--- config.mk ---
export PLATFORM = sky130hd
export DESIGN_NAME = d2euv_sqrt
export DESIGN_NICKNAME = d
export VERILOG_FILES = /design/src/rtl/direction_to_equirect_uv_top_macros.svh /design/src/rtl/d2euv_pkg.sv /design/src/rtl/d2euv_sqrt.sv
export SDC_FILE = /design/constraint.sdc
export NUM_CORES = 2
export LEC_CHECK = 0
export BUFFER_PORTS_ARGS = -buffer_cell sky130_fd_sc_hd__buf_2
export CAP_MARGIN = 10
export CORE_ASPECT_RATIO = 1.4
export CORE_MARGIN = 2
export CORE_UTILIZATION = 48
export CTS_BUF_LIST = sky130_fd_sc_hd__clkbuf_2
export DETAILED_ROUTE_END_ITERATION = 7
export PLACE_DENSITY = 0.73
export SYNTH_ARGS = -nofsm -noshare
export SYNTH_HDL_FRONTEND = slang
export SYNTH_SLANG_ARGS = --single-unit
--- constraint.sdc ---
create_clock -name clk -period 13.8 [get_ports clk]
set_clock_uncertainty 0.05 [all_clocks]
set_input_delay 1.38 -clock clk [delete_from_list [all_inputs] [get_ports clk]]
set_output_delay 1.38 -clock clk [all_outputs]
set_load 0.01 [all_outputs]
--- src/rtl/direction_to_equirect_uv_top_macros.svh ---
// ---------------------------------------------------------------------------
// direction_to_equirect_uv_top_macros.svh
// Assertion macros for the equirectangular UV mapper. They compile to nothing
// when SYNTH is defined.
// ---------------------------------------------------------------------------
`ifndef DIRECTION_TO_EQUIRECT_UV_TOP_MACROS_SVH
`define DIRECTION_TO_EQUIRECT_UV_TOP_MACROS_SVH
`ifndef SYNTH
// Checked on clk, skipped while rst_n is low
`define DUV_ASSERT(label, prop) \
  label: assert property (@(posedge clk) disable iff (!rst_n) prop) \
    else $error("assertion failed");
// Checked on clk, also during reset
`define DUV_ASSERT_ALWAYS(label, prop) \
  label: assert property (@(posedge clk) prop) else $error("assertion failed");
`else
`define DUV_ASSERT(label, prop)
`define DUV_ASSERT_ALWAYS(label, prop)
`endif
`endif

--- src/rtl/d2euv_pkg.sv ---
// ---------------------------------------------------------------------------
// d2euv_pkg
// Shared widths, register indexes, angle table and coordinate rounding.
// ---------------------------------------------------------------------------
`default_nettype none
package d2euv_pkg;

  localparam int CORDIC_STAGES_DEF = 16;
  localparam int COORD_BITS_DEF    = 16;
  localparam int ANGLE_TBL_LEN     = 24;

  localparam int IN_W     = 16;
  localparam int COEF_W   = 16;
  localparam int PROD_W   = 32;
  localparam int SUM_W    = 34;
  localparam int Y_W      = 16;
  localparam int ROOT_W   = 16;
  localparam int SQ_W     = 32;
  localparam int ANG_W    = 34;
  localparam int PHI_W    = 36;
  localparam int THETA_W  = 28;
  localparam int FULL_W   = 36;
  localparam int OUT_W    = 16;
  localparam int SIN_W    = 15;
  localparam int CFG_W    = 48;
  localparam int CFG_IDX_W = 2;

  localparam logic [CFG_IDX_W-1:0] REG_ROW0 = 2'd0;
  localparam logic [CFG_IDX_W-1:0] REG_ROW1 = 2'd1;
  localparam logic [CFG_IDX_W-1:0] REG_ROW2 = 2'd2;

  localparam logic [CFG_W-1:0] ROW0_RST = 48'd16384;
  localparam logic [CFG_W-1:0] ROW1_RST = 48'd1073741824;
  localparam logic [CFG_W-1:0] ROW2_RST = 48'd70368744177664;

  // Advance strobe and valid for one pipeline segment
  typedef struct packed {
    logic adv;
    logic vld;
  } pipe_ctrl_t;

  // Direction in the local frame
  typedef struct packed {
    logic signed [SUM_W-1:0] lx;
    logic signed [SUM_W-1:0] lz;
    logic signed [Y_W-1:0]   yc;
  } local_t;

  // atan(2^-i) in units of 2^-32 turn
  function automatic logic signed [ANG_W-1:0] atan_turn(input int idx);
    logic signed [ANG_W-1:0] a;
    case (idx)
      0:  a = 34'sd536870912;
      1:  a = 34'sd316933406;
      2:  a = 34'sd167458907;
      3:  a = 34'sd85004756;
      4:  a = 34'sd42667331;
      5:  a = 34'sd21354465;
      6:  a = 34'sd10679838;
      7:  a = 34'sd5340245;
      8:  a = 34'sd2670163;
      9:  a = 34'sd1335087;
      10: a = 34'sd667544;
      11: a = 34'sd333772;
      12: a = 34'sd166886;
      13: a = 34'sd83443;
      14: a = 34'sd41722;
      15: a = 34'sd20861;
      16: a = 34'sd10430;
      17: a = 34'sd5215;
      18: a = 34'sd2608;
      19: a = 34'sd1304;
      20: a = 34'sd652;
      21: a = 34'sd326;
      22: a = 34'sd163;
      23: a = 34'sd81;
      default: a = '0;
    endcase
    return a;
  endfunction

  // Clamp a turn fraction to [0, 2^32-1], round half up to cb bits, saturate
  function automatic logic [OUT_W-1:0] to_coord(input logic signed [FULL_W-1:0] full,
                                                input int cb);
    logic [31:0] c;
    logic [32:0] q;
    logic [32:0] maxc;
    if (full < 0) begin
      c = '0;
    end else if (full > 36'sh0FFFFFFFF) begin
      c = '1;
    end else begin
      c = full[31:0];
    end
    q    = ({1'b0, c} + (33'd1 << (31 - cb))) >> (32 - cb);
    maxc = (33'd1 << cb) - 33'd1;
    if (q > maxc) begin
      q = maxc;
    end
    return q[OUT_W-1:0];
  endfunction

endpackage
`default_nettype wire

--- src/rtl/d2euv_sqrt.sv ---
// ---------------------------------------------------------------------------
// d2euv_sqrt
// Square of local y, then a one-bit-per-stage square root of 4*(1 - y^2).
// ---------------------------------------------------------------------------
`default_nettype none
module d2euv_sqrt (
  input  wire logic                          clk,
  input  wire logic                          rst_n,
  input  wire d2euv_pkg::pipe_ctrl_t         ctrl,
  input  wire d2euv_pkg::local_t             loc_i,
  output logic                               vld_o,
  output d2euv_pkg::local_t                  loc_o,
  output logic [d2euv_pkg::ROOT_W-1:0]       root_o
);

  localparam int NB = d2euv_pkg::ROOT_W;
  localparam int QW = d2euv_pkg::SQ_W;

  logic [QW-1:0]         n_r   [0:NB];
  logic [QW-1:0]         res_r [0:NB];
  d2euv_pkg::local_t     side_r [0:NB];
  logic                  vld_r [0:NB];
  logic signed [QW-1:0]  sq;
  logic [QW-1:0]         w;

  always_comb begin
    sq = loc_i.yc * loc_i.yc;
    w  = 32'd268435456 - $unsigned(sq);
  end

  always_ff @(posedge clk) begin
    if (!rst_n) begin
      vld_r[0] <= 1'b0;
    end else if (ctrl.adv) begin
      vld_r[0] <= ctrl.vld;
    end
  end

  always_ff @(posedge clk) begin
    if (ctrl.adv) begin
      n_r[0]    <= w << 2;
      res_r[0]  <= '0;
      side_r[0] <= loc_i;
    end
  end

  for (genvar k = 0; k < NB; k++) begin : g_bit
    localparam logic [QW-1:0] BIT = QW'(1) << (2 * (NB - 1 - k));
    logic [QW-1:0] trial;
    logic [QW-1:0] n_nxt, res_nxt;

    always_comb begin
      trial = res_r[k] + BIT;
      if (n_r[k] >= trial) begin
        n_nxt   = n_r[k] - trial;
        res_nxt = (res_r[k] >> 1) + BIT;
      end else begin
        n_nxt   = n_r[k];
        res_nxt = res_r[k] >> 1;
      end
    end

    always_ff @(posedge clk) begin
      if (!rst_n) begin
        vld_r[k+1] <= 1'b0;
      end else if (ctrl.adv) begin
        vld_r[k+1] <= vld_r[k];
      end
    end

    always_ff @(posedge clk) begin
      if (ctrl.adv) begin
        n_r[k+1]    <= n_nxt;
        res_r[k+1]  <= res_nxt;
        side_r[k+1] <= side_r[k];
      end
    end
  end

  assign vld_o  = vld_r[NB];
  assign loc_o  = side_r[NB];
  assign root_o = res_r[NB][NB-1:0];

endmodule
`default_nettype wire

==> flow_summary.toml <==
[outcome]
status = "completed"

[critical_path]
crit_arrival_ps = 8140
critPathKind = "in2reg"
worstPathRequired_ps = 15210
path_max_fanout = 30
rr_worst_depth = 11
setup.worst_path.end_class = "register"
start_kind = "input pin"

[clock_tree]
clock_latency_ps = 1750
cts_resized = 0
clock-root-buffer = "clkbuf_2"
postCtsSetupBuffers = 0
path_clk_slew_ps = 100
cts_made_buffers = 463
htree_levels = 5
hold_buffers = 126
clockBufferDepth = 4
cts.sinks = 2031
cts_tree = "done"

[drt]
detail_route.wl_per_cell_um = 15.4
drc = 0
avgViaCountPerCell = 4.84
ant_nets = 0
totalWireLength_um = 121000
drt_iter0_markers = 2029
vias = 38100
dr.pass1.iters = 5

[synth]
yosys.cell_types.count = 75
synth_edf_count = 2030
syn_area_per_cell_um2 = 17.3
synthArstFlopShare_pct = 0
synth-seq-cells = 2031
synth_ff_type = "edfxtp_1"
yosysSeqAreaShare_pct = 76.1
ys_warn_count = 0
netlist_area_um2 = 80100
syn_inst = 4618
yosysTopAreaCell = "edfxtp_1"
synth_top_cell_area_share_pct = 76.1
synthesis.nets = 5180
synth_top_cells_by_area = "edfxtp_1 (76%), fa_1 (5.7%), ha_1 (3.8%)"

[grt]
grt_pass1_wl_um = 197000
grt_max_degree = 205
antenna_found_initial = 2
grt_pass1_vias = 40600
grt_overflow = 0
grt_usage_pct = 14.5

[cells_and_area]
layout_commonest_cell = "edfxtp_1"
nets = 5933
area_delta_synth_final_pct = 11.4
layout_common_cells = "edfxtp_1 (2030), clkbuf_2 (649), inv_1 (533)"
drive_above_1_share_pct = 16.3

[floorplanning]
core_area_um2 = 166000
row_count = 177
start_util_pct = 48.3
dieArea_um2 = 170000
dieHeight_um = 487
ios = 189
die_w_um = 349

[pwr]
ir_drop_uv = 278
p_leak_uw = 0.0342
powerDensity_nw_per_um2 = 195

[hold_path]
worstHoldPathType = "reg2reg"
whs_path_depth = 0

[timing]
drv_slew = 0
max_slew_margin_pct = 26.8
clock.fmax_mhz = 149
fin_crit_ps = 6730
rsz0062_at_grt = "no"
final-hold-violation-count = 0
fin_setup_tns_ps = 0
period_share_pct = 48.8
hold_slack_ps = 278
tightest_slew_ps = 1100
setup_viol = 0

[placed_design]
portBuffers = 188
hpwl_um = 77400
gp_congestion = 0.897

[flow_run]
maxCapViolCount = 0
area by class of cell:
type                       count  area (um^2)
fill                       13300        76700
sequential                  2031        61000
multi-input combinational   1997        16900
clock buffer                 649         3250
tap                         2148         2690
timing repair buffer         340         2470
inverter                     538         2020
clock inverter               157          903
antenna                        7         17.5
per-layer routing:
metal | routed length, um | vias up | GRT usage, %
li1 | - | 18700 | -
met1 | 46900 | 18300 | 16.0
met2 | 64000 | 874 | 25.5
met3 | 5320 | 312 | 3.68
met4 | 5180 | 0 | 7.93
met5 | 0 | - | 0
power by group:
| group | switching [uW] | leakage [uW] | internal (uW) |
|---|---|---|---|
| Sequential | 272 | 0.0198 | 7790 |
| Clock | 2160 | 0.00314 | 1460 |
| Combinational | 3300 | 0.0113 | 2450 |
| Total | 5730 | 0.0342 | 11700 |
final timing paths:
check	end	slack, ps	startpoint
worst max-delay path	n_r[0][31]	7070	loc_i[15]
worst min-delay path	side_r[0][1153]	280	side_r[0][1069]
worst max register to register	n_r[0][501]	9900	n_r[0][454]
worst min register to register	side_r[0][1153]	280	side_r[0][1069]
cells by family after synthesis:
group	count (synthesis)	share of synthesized area [%]
and+or+nand+nor	813	5.13
AOI/OAI and AO/OA	459	3.59
buffers and inverters	590	2.78
xor gates and xnor gates	232	2.54
DFF	2031	76.1
adders and majority gates	474	9.56
muxes	19	0.258
synth_stat cells (all sizes together) (17+ instances only):
library cell,n
a21o,51
a21oi,113
and2,46
and3,25
clkbuf,45
edfxtp,2030
fa,230
ha,244
inv,538
nand2,241
nand2b,39
nand3,42
nand4,28
nor2,143
nor2b,38
nor3,70
nor4,47
nor4b,20
o21a,36
o21ai,141
o31ai,17
or3,24
or4,17
xnor2,134
xor2,98
worst max-delay path, cell delays in order:
cell and delay, ps:
dlygate4sd3_1 510, buf_2 430, nand2_1 230, inv_1 170
fa_1 620, fa_1 710, inv_1 160, fa_1 570
fa_1 450, fa_1 540, inv_1 50, fa_1 530
inv_1 40, ha_1 350, nand4_1 200, nor2_1 230
and3_1 180, o211ai_1 110, a31oi_1 300, a21o_1 170
a21oi_1 70, xnor2_1 130
flip-flops by register name, summed over array words and instances (netlist names), named ones only:
| signal | count |
|---|---|
| side_r | 1425 |
| n_r | 452 |
| res_r | 136 |
| vld_r | 17 |
through the flow:
stage / total power, uW / cell area, um^2 / std cells / setup slack, ps / utilization, %
detailed placement: 13900 / 83800 / 6928 / 5820 / 50.5
finish: 17400 / 89200 / 7867 / 7070 / 53.8
global route: 18800 / 89200 / 7867 / 7010 / 53.8
CTS: 17700 / 89200 / 7860 / 7400 / 53.8
floorplan: 12500 / 80100 / 4618 / 6380 / -
global placement: 13800 / 83800 / 6928 / 5850 / 50.5
Power figures use the tool's default switching activity.
